==> src/hw/rtl/plt_pkg.sv <==
// ----------------------------------------------------------------------------
// plt_pkg
// Shared types and constants for the peer link table: command codes, beat
// structs for both channels and the stored entry layout.
// ----------------------------------------------------------------------------
package plt_pkg;

  localparam int unsigned LINK_ENTRIES_DEF = 16;
  localparam int unsigned LINK_ENTRIES_MAX = 192;

  localparam logic [7:0] LOCAL_BASE = 8'hC0;
  localparam logic [7:0] NO_LINK    = 8'hFF;
  localparam logic [23:0] ADDR_NONE = 24'h000000;

  typedef enum logic [1:0] {
    CMD_ADD    = 2'd0,
    CMD_REMOVE = 2'd1,
    CMD_LOOKUP = 2'd2,
    CMD_NOP    = 2'd3
  } cmd_t;

  typedef struct packed {
    cmd_t        cmd;
    logic [5:0]  local_chan;
    logic [23:0] peer_address;
    logic [7:0]  peer_chan;
  } in_t;

  typedef struct packed {
    logic       ok;
    logic [7:0] link_id;
    logic       dirty;
  } out_t;

  // one stored link, 38 bits
  typedef struct packed {
    logic [5:0]  local_chan;
    logic [23:0] peer_address;
    logic [7:0]  peer_chan;
  } entry_t;

endpackage

==> src/hw/rtl/plt_store.sv <==
// ----------------------------------------------------------------------------
// plt_store
// Link entry memory: one write port, one registered read port, and a valid
// bit per entry so that reset frees every entry at once. An entry that is
// not valid reads as all zero.
// ----------------------------------------------------------------------------
module plt_store
  import plt_pkg::*;
#(
  parameter int unsigned LINK_ENTRIES = LINK_ENTRIES_DEF,
  parameter int unsigned IDX_W        = 4
) (
  input  logic             clk,
  input  logic             rst_n,
  input  logic [IDX_W-1:0] rd_idx,
  output entry_t           rd_entry,
  input  logic             wr_en,
  input  logic             clr_en,
  input  logic [IDX_W-1:0] wr_idx,
  input  entry_t           wr_entry
);

  entry_t                  mem [LINK_ENTRIES];
  logic [LINK_ENTRIES-1:0] vld_r;
  logic [LINK_ENTRIES-1:0] vld_nxt;
  entry_t                  rd_data_r;
  logic                    rd_vld_r;

  always_comb begin
    vld_nxt = vld_r;
    if (wr_en) begin
      vld_nxt[wr_idx] = 1'b1;
    end
    if (clr_en) begin
      vld_nxt[wr_idx] = 1'b0;
    end
  end

  always_ff @(posedge clk) begin
    if (!rst_n) begin
      vld_r    <= '0;
      rd_vld_r <= 1'b0;
    end else begin
      vld_r    <= vld_nxt;
      rd_vld_r <= vld_r[rd_idx];
    end
  end

  always_ff @(posedge clk) begin
    if (wr_en) begin
      mem[wr_idx] <= wr_entry;
    end
    rd_data_r <= mem[rd_idx];
  end

  assign rd_entry = rd_vld_r ? rd_data_r : '0;

endmodule

==> src/hw/rtl/peer_link_table.sv <==
// ----------------------------------------------------------------------------
// peer_link_table
// Table of peer links with first-free insert, associative lookup and remove.
// ----------------------------------------------------------------------------
// One command beat in, one result beat out. The block scans its entries one
// per cycle through a single compare unit, so a command that searches goes
// from acceptance through the registered read of each entry and its
// compare, one entry compared per cycle, to the commit of its result; the
// scan stops early at the first hit. A lookup or remove of a local id
// (address and peer channel both zero) and the unused command skip the scan
// and commit directly. in_stall is high from acceptance until the result has
// been moved into the output register; the output register lets the next
// command in while a result beat is still held by out_stall. Reset frees
// every entry at once through per-entry valid bits: no clearing pass.
// Adds write the lowest entry whose address is zero and do not look for
// duplicates; a full table answers ok = 0, link_id = 0xFF. Lookups answer
// the lowest exact match, 0xC0 + local_chan for a local id, or 0xFF. The
// dirty bit is sticky from the first successful add or remove.
// ----------------------------------------------------------------------------
module peer_link_table
  import plt_pkg::*;
#(
  parameter int unsigned LINK_ENTRIES = LINK_ENTRIES_DEF
) (
  input  logic clk,
  input  logic rst_n,
  input  logic in_valid,
  output logic in_stall,
  input  in_t  in_data,
  output logic out_valid,
  input  logic out_stall,
  output out_t out_data
);

  localparam int unsigned IDX_W = (LINK_ENTRIES > 1) ? $clog2(LINK_ENTRIES) : 1;
  localparam logic [IDX_W-1:0] LAST_IDX = IDX_W'(LINK_ENTRIES - 1);

  typedef enum logic [2:0] {
    ST_IDLE = 3'b001,
    ST_SCAN = 3'b010,
    ST_DONE = 3'b100
  } state_t;

  state_t           state_r, state_nxt;
  in_t              req_r, req_nxt;
  logic [IDX_W-1:0] rd_idx_r, rd_idx_nxt;
  logic [IDX_W-1:0] cmp_idx_r, cmp_idx_nxt;
  logic             cmp_live_r, cmp_live_nxt;
  logic             found_r, found_nxt;
  logic [IDX_W-1:0] hit_idx_r, hit_idx_nxt;
  logic             flag_r, flag_nxt;
  logic             out_valid_r, out_valid_nxt;
  out_t             out_r, out_nxt;

  entry_t rd_entry;
  entry_t key;
  logic   in_fire;
  logic   is_local;
  logic   hit;
  logic   commit;
  logic   wr_en;
  logic   clr_en;
  out_t   res;
  logic [7:0] local_id;
  logic [7:0] idx_id;

  assign in_stall  = (state_r != ST_IDLE);
  assign in_fire   = in_valid && !in_stall;
  assign out_valid = out_valid_r;
  assign out_data  = out_r;

  assign key = '{local_chan:   req_r.local_chan,
                 peer_address: req_r.peer_address,
                 peer_chan:    req_r.peer_chan};

  // local id: address and peer channel both zero (lookup and remove only)
  assign is_local = (req_r.cmd != CMD_ADD) && (req_r.peer_address == ADDR_NONE) &&
                    (req_r.peer_chan == '0);

  // shared compare unit: free slot for an add, exact match otherwise
  assign hit = (req_r.cmd == CMD_ADD) ? (rd_entry.peer_address == ADDR_NONE)
                                      : (rd_entry == key);

  assign local_id = LOCAL_BASE + {2'b00, req_r.local_chan};
  assign idx_id   = 8'(hit_idx_r);

  always_comb begin
    res = '{ok: 1'b0, link_id: NO_LINK, dirty: flag_r};
    unique case (req_r.cmd)
      CMD_ADD: begin
        res.ok      = found_r;
        res.link_id = found_r ? idx_id : NO_LINK;
        res.dirty   = flag_r | found_r;
      end
      CMD_REMOVE: begin
        res.ok      = found_r;
        res.link_id = is_local ? local_id : (found_r ? idx_id : NO_LINK);
        res.dirty   = flag_r | found_r;
      end
      CMD_LOOKUP: begin
        res.ok      = is_local | found_r;
        res.link_id = is_local ? local_id : (found_r ? idx_id : NO_LINK);
      end
      CMD_NOP: begin
        res.ok      = 1'b0;
        res.link_id = NO_LINK;
      end
      default: begin
        res.ok      = 1'b0;
        res.link_id = NO_LINK;
      end
    endcase
  end

  assign commit = (state_r == ST_DONE) && (!out_valid_r || !out_stall);
  assign wr_en  = commit && (req_r.cmd == CMD_ADD) && found_r;
  assign clr_en = commit && (req_r.cmd == CMD_REMOVE) && found_r;

  always_comb begin
    state_nxt     = state_r;
    req_nxt       = req_r;
    rd_idx_nxt    = rd_idx_r;
    cmp_idx_nxt   = cmp_idx_r;
    cmp_live_nxt  = cmp_live_r;
    found_nxt     = found_r;
    hit_idx_nxt   = hit_idx_r;
    flag_nxt      = flag_r;
    out_valid_nxt = out_valid_r && out_stall;
    out_nxt       = out_r;

    unique case (state_r)
      ST_IDLE: begin
        if (in_fire) begin
          req_nxt      = in_data;
          rd_idx_nxt   = '0;
          cmp_live_nxt = 1'b0;
          found_nxt    = 1'b0;
          if ((in_data.cmd == CMD_NOP) ||
              ((in_data.cmd != CMD_ADD) && (in_data.peer_address == ADDR_NONE) &&
               (in_data.peer_chan == '0))) begin
            state_nxt = ST_DONE;
          end else begin
            state_nxt = ST_SCAN;
          end
        end
      end
      ST_SCAN: begin
        // read pipeline: address issued now, compared next cycle
        cmp_live_nxt = 1'b1;
        cmp_idx_nxt  = rd_idx_r;
        if (rd_idx_r != LAST_IDX) begin
          rd_idx_nxt = rd_idx_r + 1'b1;
        end
        if (cmp_live_r) begin
          if (hit) begin
            found_nxt   = 1'b1;
            hit_idx_nxt = cmp_idx_r;
            state_nxt   = ST_DONE;
          end else if (cmp_idx_r == LAST_IDX) begin
            state_nxt = ST_DONE;
          end
        end
      end
      ST_DONE: begin
        if (commit) begin
          out_nxt       = res;
          out_valid_nxt = 1'b1;
          flag_nxt      = res.dirty;
          state_nxt     = ST_IDLE;
        end
      end
      default: begin
        state_nxt = ST_IDLE;
      end
    endcase
  end

  always_ff @(posedge clk) begin
    if (!rst_n) begin
      state_r     <= ST_IDLE;
      rd_idx_r    <= '0;
      cmp_live_r  <= 1'b0;
      found_r     <= 1'b0;
      flag_r      <= 1'b0;
      out_valid_r <= 1'b0;
    end else begin
      state_r     <= state_nxt;
      rd_idx_r    <= rd_idx_nxt;
      cmp_live_r  <= cmp_live_nxt;
      found_r     <= found_nxt;
      flag_r      <= flag_nxt;
      out_valid_r <= out_valid_nxt;
    end
  end

  // payload, no reset needed
  always_ff @(posedge clk) begin
    req_r     <= req_nxt;
    cmp_idx_r <= cmp_idx_nxt;
    hit_idx_r <= hit_idx_nxt;
    out_r     <= out_nxt;
  end

  plt_store #(
    .LINK_ENTRIES (LINK_ENTRIES),
    .IDX_W        (IDX_W)
  ) u_store (
    .clk      (clk),
    .rst_n    (rst_n),
    .rd_idx   (rd_idx_r),
    .rd_entry (rd_entry),
    .wr_en    (wr_en),
    .clr_en   (clr_en),
    .wr_idx   (hit_idx_r),
    .wr_entry (key)
  );

endmodule

==> config.mk <==
export PLATFORM = sky130hd
export DESIGN_NAME = peer_link_table
export DESIGN_NICKNAME = d
export VERILOG_FILES = /design/src/hw/rtl/plt_pkg.sv /design/src/hw/rtl/plt_store.sv /design/src/hw/rtl/peer_link_table.sv
export SDC_FILE = /design/constraint.sdc
export NUM_CORES = 1
export LEC_CHECK = 0
export BUFFER_PORTS_ARGS = -buffer_cell sky130_fd_sc_hd__buf_4
export CAP_MARGIN = 20
export CORE_MARGIN = 2
export CORE_UTILIZATION = 44
export DETAILED_ROUTE_END_ITERATION = 6
export PLACE_DENSITY = 0.57
export SETUP_SLACK_MARGIN = 0.15
export SYNTH_ARGS = -nofsm -noshare
export SYNTH_HDL_FRONTEND = slang
export SYNTH_SLANG_ARGS = --single-unit
==> constraint.sdc <==
create_clock -name clk -period 5.8 [get_ports clk]
set_clock_uncertainty 0.15 [all_clocks]
set_input_delay 0.58 -clock clk [delete_from_list [all_inputs] [get_ports clk]]
set_output_delay 0.58 -clock clk [all_outputs]
set_load 0.005 [all_outputs]
==> results by group, run 1 <==
Logic synthesis
  • Post-synth EDFFs: 665
  • Synthesized area per cell: 22.0 um2
  • Synth Net Count: 1328
  • Ys Warns: 0
  • Sequential area share after synthesis: 0.754
  • Mapped cell area: 0.0282 mm2
  • Ys async rst share: 0
  • Synth cell types: 59
  • Post-synthesis cell count: 1283
  • Synth Register Bits: 731
  • Main flop type after synthesis: edfxtp_1

Timing
  • Post-route setup TNS: 0 ns
  • Slew @ Worst Pin: 1.00 ns
  • RSZ-0062 raised after global routing: no
  • Pins Over Slew Limit: 0
  • Max Clk Rate: 299 MHz
  • Final min period: 3.35 ns
  • Final setup viols: 0
  • Min Hold Slack: 0.0338 ns
  • Worst Setup Slack, final: 2.45 ns
  • Hold Vio Cnt, Final: 0
  • Relative slew slack: 0.331
  • Fin crit share: 0.577

Layout
  • Area growth syn-to-layout: 15.9%
  • Nets: 1481
  • Antenna cell count: 0
  • Layout cells sized above 1: 0.240

Global route
  • First-pass GRT wire length: 99800 um
  • GR Overflow Total: 0
  • Largest net degree at the start of global routing: 105
  • Vias in the first global route: 13900
  • Initial antenna violation count: 1
  • GRT Overall Usage: 0.211

Floorplanning
  • Io pins: 56
  • Initial Utilization: 0.447
  • Die X: 257 um
  • Die height: 257 um
  • Die area: 0.0662 mm2
  • # rows: 92
  • Core area: 0.0632 mm2

Critical path
  • Worst Path Required: 5.92 ns
  • FF-to-FF Start: req_r[39]
  • Crit-path max FO: 22
  • Crit path capture type: register
  • Critical path class: register to register
  • CP Launch Type: register
  • CP arrival: 3.46 ns
  • Worst setup startpoint: req_r[39]

Min path
  • Worst Hold Class: primary input to register
  • Hold path startpoint: in_data[39]

Route
  • DRT iter0 DRCs: 1254
  • Drt pass-1 iters: 5
  • WL/cell: 29.5 um
  • Total Wirelength: 69300 um
  • Vias: 13700
  • Post-route ant nets: 0
  • Via/cell ratio: 5.83
  • DRC: 0

Power and ir drop
  • Power Total: 11300 uW
  • Static leakage: 0.0102 uW
  • PwrDens: 346 mW/mm2
  • VDD IR max: 0.227 mV

Job
  • Max cap viols: 0

CTS
  • Postcts setup bufs: 0
  • Clock buffers created by TritonCTS: 78
  • Clock root cell: clkbuf_16
  • Worst-path clk slew: 0.06 ns
  • Post-CTS Hold Buffers: 37
  • Clk sink count: 731
  • Htree depth: 3
  • CTS tree: built
  • Clock Latency Late Sink: 0.62 ns
  • Post_cts resized: 0
  • Clock Path Buffers: 3

Outcome
  • Outcome: completed

Placement
  • DP Worst Slack: 2.27 ns
  • Port buffer count: 55
  • RePlAce Congestion: 0.838
  • Final HPWL DP: 42300 um
==> worst paths after layout <==
kind                                       endpoint  slack [ns]  depth (start not counted)
worst max-delay path            u_store.mem[11][31]        2.45                          6
worst min-delay path                      req_r[39]        0.03                          1
worst max register to register  u_store.mem[11][31]        2.45                          6
worst min register to register         hit_idx_r[3]        0.30                          0
==> sequential cells by signal (all words and copies together) (netlist names) <==
register and count:
cmp_live_r 1, u_store.rd_vld_r 1, u_store.rd_data_r 38, out_data 9, key 38, rd_idx_r 4, flag_r 1, state_r 3
u_store.mem 608, u_store.vld_r 16, cmp_idx_r 4, req_r 2, found_r 1, out_valid 1, hit_idx_r 4
==> area by class of cell <==
cell class / count / area [um2]
Fill cell: 4936 / 30500
Sequential cell: 731 / 21300
Multi-Input combinational cell: 482 / 6590
Clock buffer: 100 / 2120
Timing Repair Buffer: 132 / 1130
Tap cell: 846 / 1060
Clock inverter: 43 / 483
Inverter: 11 / 41.3
==> critical path: stages, from the launching register on <==
cell and delay [ns]:
edfxtp_1 0.44, nand2b_1 0.21, nor3b_2 0.35, and2b_1 0.23
nand3_1 0.32, nor2_4 0.80, buf_4 0.47
==> power breakdown <==
| group | switching, uW | internal (uW) | total [uW] |
|---|---|---|---|
| Clock | 2030 | 3000 | 5030 |
| Sequential | 134 | 5850 | 5980 |
| Combinational | 173 | 125 | 298 |
| Total | 2340 | 8970 | 11300 |
==> kinds of logic after synthesis <==
group	synth area share
XOR/XNOR	0.00434
adder cells (fa/ha/maj)	0.000798
AO/OA/AOI/OAI	0.0258
flip-flops	0.754
buffers and inverters	0.0165
multiplexers	0.166
AND/OR/NAND/NOR	0.0326
==> synth_stat cells (all sizes together) (10+ instances only) <==
| cell type | count | share of area |
|---|---|---|
| clkbuf | 32 | 0.0043 |
| nor2 | 38 | 0.0051 |
| buf | 27 | 0.011 |
| nor4 | 25 | 0.0055 |
| dfxtp | 66 | 0.047 |
| nand2 | 30 | 0.0040 |
| edfxtp | 665 | 0.71 |
| a22oi | 17 | 0.0045 |
| o21ai | 32 | 0.0057 |
| a31o | 11 | 0.0034 |
| mux4 | 195 | 0.17 |
| nand2b | 10 | 0.0022 |
| a21boi | 15 | 0.0040 |
| xnor2 | 11 | 0.0034 |
| or3 | 14 | 0.0031 |
| inv | 11 | 0.0015 |
==> metrics by stage <==
| stage | instances | cell area (um2) | util |
|---|---|---|---|
| 3_3_place_gp | 2165 | 29800 | 0.471 |
| 6_report | 2345 | 32700 | 0.518 |
| 2_1_floorplan | 1283 | 28200 | - |
| 4_1_cts | 2345 | 32700 | 0.518 |
| 5_1_grt | 2345 | 32700 | 0.518 |
| 3_5_place_dp | 2165 | 29800 | 0.471 |
==> placed cells by master, fill, tap and decap left out, types with 5 or more instances in the layout <==
cell and instances:
nand4_1 7, dfxtp_1 62, o21a_1 7, o21ai_1 6
a21boi_1 14, clkinv_2 12, nor4_1 25, a21oi_1 6
nor2b_1 6, mux4_1 73, nor2_4 16, a22oi_1 17
nand2_1 30, nor2_1 22, mux4_2 122, dlygate4sd3_1 37
inv_1 9, nor4bb_1 9, or3_1 14, nand3_1 5
clkbuf_16 81, bufinv_16 9, edfxtp_1 665, clkbuf_1 17
xnor2_1 11, nand2b_1 10, nor3b_1 5, a31o_1 9
buf_4 91, o21ai_0 26, clkinv_1 10
==> per-layer routing <==
layer / share of wire / track usage
met5: 0 / 0
met4: 0.026 / 0.0601
met3: 0.051 / 0.0420
met2: 0.50 / 0.350
met1: 0.43 / 0.286
(Power assumes the default switching activity.)
==> run 2: changes to the inputs <==
==> constraint.sdc (replaced) <==
create_clock -name clk -period 3.3 [get_ports clk]
set_clock_uncertainty 0.15 [all_clocks]
set_input_delay 0.33 -clock clk [delete_from_list [all_inputs] [get_ports clk]]
set_output_delay 0.33 -clock clk [all_outputs]
set_load 0.005 [all_outputs]
==> results by group, run 2 (synthesis gave the netlist of run 1 again) <==
Outcome
  • Outcome: completed

Timing
  • RSZ-0062 raised after global routing: no
  • Final setup viols: 0 (unchanged)
  • Pins Over Slew Limit: 0 (unchanged)
  • Final min period: 2.95 ns
  • Fin crit share: 0.893
  • Slew @ Worst Pin: 0.946 ns (-0.0584 ns)
  • Hold Vio Cnt, Final: 0 (unchanged)
  • Max Clk Rate: 340 MHz
  • Relative slew slack: 0.369 (+0.0389)
  • Worst Setup Slack, final: 0.355 ns (-2.10 ns)

Layout
  • Fill cells: 4948 (+0.24%)
  • Area growth syn-to-layout: 17.0%
  • Most frequent cells in the layout: edfxtp_1 (665), mux4_2 (122), buf_4 (101)
  • Final instance area: 0.0330 mm2 (+0.91%)
  • Register area: 0.0213 mm2 (unchanged)
  • Footprint of the multi-input gates: 0.00659 mm2 (unchanged)
  • Max reg flops: 608 (unchanged)
  • Top reg by flops: u_store.mem
  • Nets: 1516 (+2.4%)
  • Commonest non-fill, non-tap cell in the layout: edfxtp_1
  • Layout cells sized above 1: 0.253 (+0.0131)

CTS
  • Post-CTS Hold Buffers: 43 (+16%)
  • Htree depth: 3 (unchanged)
  • Clock Path Buffers: 3 (unchanged)
  • Clock root cell: clkbuf_16
  • Postcts setup bufs: 0 (unchanged)
  • Post_cts resized: 0 (unchanged)
  • CTS tree: built
  • Clock buffers created by TritonCTS: 77 (-1.3%)
  • Worst-path clk slew: 0.06 ns (about the same)
  • Clock Latency Late Sink: 0.61 ns (about the same)
  • Clk sink count: 731 (unchanged)

Power and ir drop
  • Sw frac: 0.208 (+0.00102)
  • Internal power: 15100 uW (+69%)
  • Clock power frac: 0.424 (-0.021)
  • PwrDens: 579 mW/mm2 (+67%)
  • VDD IR max: 0.399 mV (+76%)
  • Comb pwr share: 0.028 (+0.002)
  • Reg power frac: 0.548 (+0.019)
  • Static leakage: 0.0103 uW (+1.4%)
  • Sw power: 3970 uW (+70%)

Floorplanning
  • Initial Utilization: 0.447 (unchanged)
  • Die X: 257 um (unchanged)
  • # rows: 92 (unchanged)
  • Die height: 257 um (unchanged)
  • Io pins: 56 (unchanged)
  • Die area: 0.0662 mm2 (unchanged)
  • Core area: 0.0632 mm2 (unchanged)

Critical path
  • CP Launch Type: primary input
  • Worst Path Required: 3.65 ns (-2.27 ns)
  • R2r worst-path depth: 6 (unchanged)
  • Crit-path max FO: 3 (-86%)
  • Flop-to-flop setup slack: 0.53 ns (-1.92 ns)
  • Crit path capture type: register
  • FF-to-FF Start: key[0]
  • Critical path class: primary input to register
  • CP arrival: 3.30 ns (-0.16 ns)
  • FF-to-FF End: hit_idx_r[3]

Global route
  • GRT Overall Usage: 0.210 (-0.000744)
  • GR Overflow Total: 0 (unchanged)
  • Vias in the first global route: 14100 (+1.1%)
  • First-pass GRT wire length: 99500 um (-0.28%)
  • Initial antenna violation count: 0 (-1)
  • Largest net degree at the start of global routing: 52 (-50%)

Placement
  • RePlAce Congestion: 0.786 (-6.3%)
  • Placed inst area: 0.0302 mm2 (+1.6%)
  • Final HPWL DP: 38700 um (-8.5%)
  • Port buffer count: 55 (unchanged)
  • DP Worst Slack: 0.240 ns (-2.03 ns)

Route
  • Via/cell ratio: 5.87 (+0.63%)
  • DRC: 0 (unchanged)
  • Drt pass-1 iters: 5 (unchanged)
  • Total Wirelength: 68900 um (-0.49%)
  • Vias: 14000 (+2.1%)
  • WL/cell: 29.0 um (-1.9%)
  • DRT iter0 DRCs: 1113 (-11%)
  • Post-route ant nets: 0 (unchanged)

Job
  • Max cap viols: 0 (unchanged)

Min path
  • Hold path depth: 4 (+3)
  • Hold path startpoint: in_valid
  • Hold Crit Endpoint: rd_idx_r[3]
  • Worst Hold Class: primary input to register
## run 2: cell count changes in the layout (fill, tap and decap cells not counted), moves of 2 or more
cell / delta
buf_12: +20
buf_4: +10
bufinv_16: -8
clkbuf_1: +2
clkbuf_16: -3
clkbuf_8: +6
clkinv_1: -3
clkinv_2: +6
clkinv_4: -3
dlygate4sd3_1: +6
inv_6: +2
## run 2: through the flow
stage	utilization	hold WS [ns]	instances	total power [uW]	TNS, ns
global route	0.523	0.0440	2378	19700	0
global placement	0.478	0.285	2195	11200	0
floorplan	-	0.256	1283	10800	-45.30
CTS	0.523	0.0207	2378	19300	0
finish	0.523	0.0504	2379	19100	0
detailed placement	0.478	0.290	2195	11200	0
## run 2: how the worst max path moves through the flow
stage                         to       start  cells after the start
2_1_floorplan  u_store.mem[3][0]   req_r[39]                      5
3_3_place_gp          state_r[1]  in_data[1]                      8
3_5_place_dp          state_r[1]  in_data[1]                      8
4_1_cts               state_r[1]  in_data[1]                      9
5_1_grt               state_r[2]  in_data[1]                     10
6_report              state_r[1]  in_data[1]                      9
## run 2: power groups by stage
stage | combinational (uW) | clock [uW] | sequential (uW)
2_1_floorplan | 229 | 0 | 10600
3_3_place_gp | 487 | 0 | 10700
3_5_place_dp | 498 | 0 | 10700
4_1_cts | 539 | 8290 | 10500
5_1_grt | 573 | 8630 | 10500
6_report | 535 | 8100 | 10500
## run 2: final cells by class
class                   count  area share
diodes                      1   0.0000758
clock buffers             105      0.0646
clock inverters            35     0.00693
inverters                  11     0.00125
multi-input cells         482       0.200
flip-flops and latches    731       0.645
well taps                 846      0.0320
repair buffers            168      0.0505
## run 2: critical path, stage by stage
cell and delay (ns):
dlygate4sd3_1 0.54, buf_4 0.14, nor4_1 0.57, buf_4 0.24, nand4_1 0.36, nor2_1 0.45
maj3_1 0.35, o21ai_0 0.10, o221a_1 0.21
## run 2: metal layers
metal	GRT usage	routed length (um)
met5	0	0
met4	0.0511	1280
met3	0.0365	3580
met2	0.333	33100
met1	0.307	31000
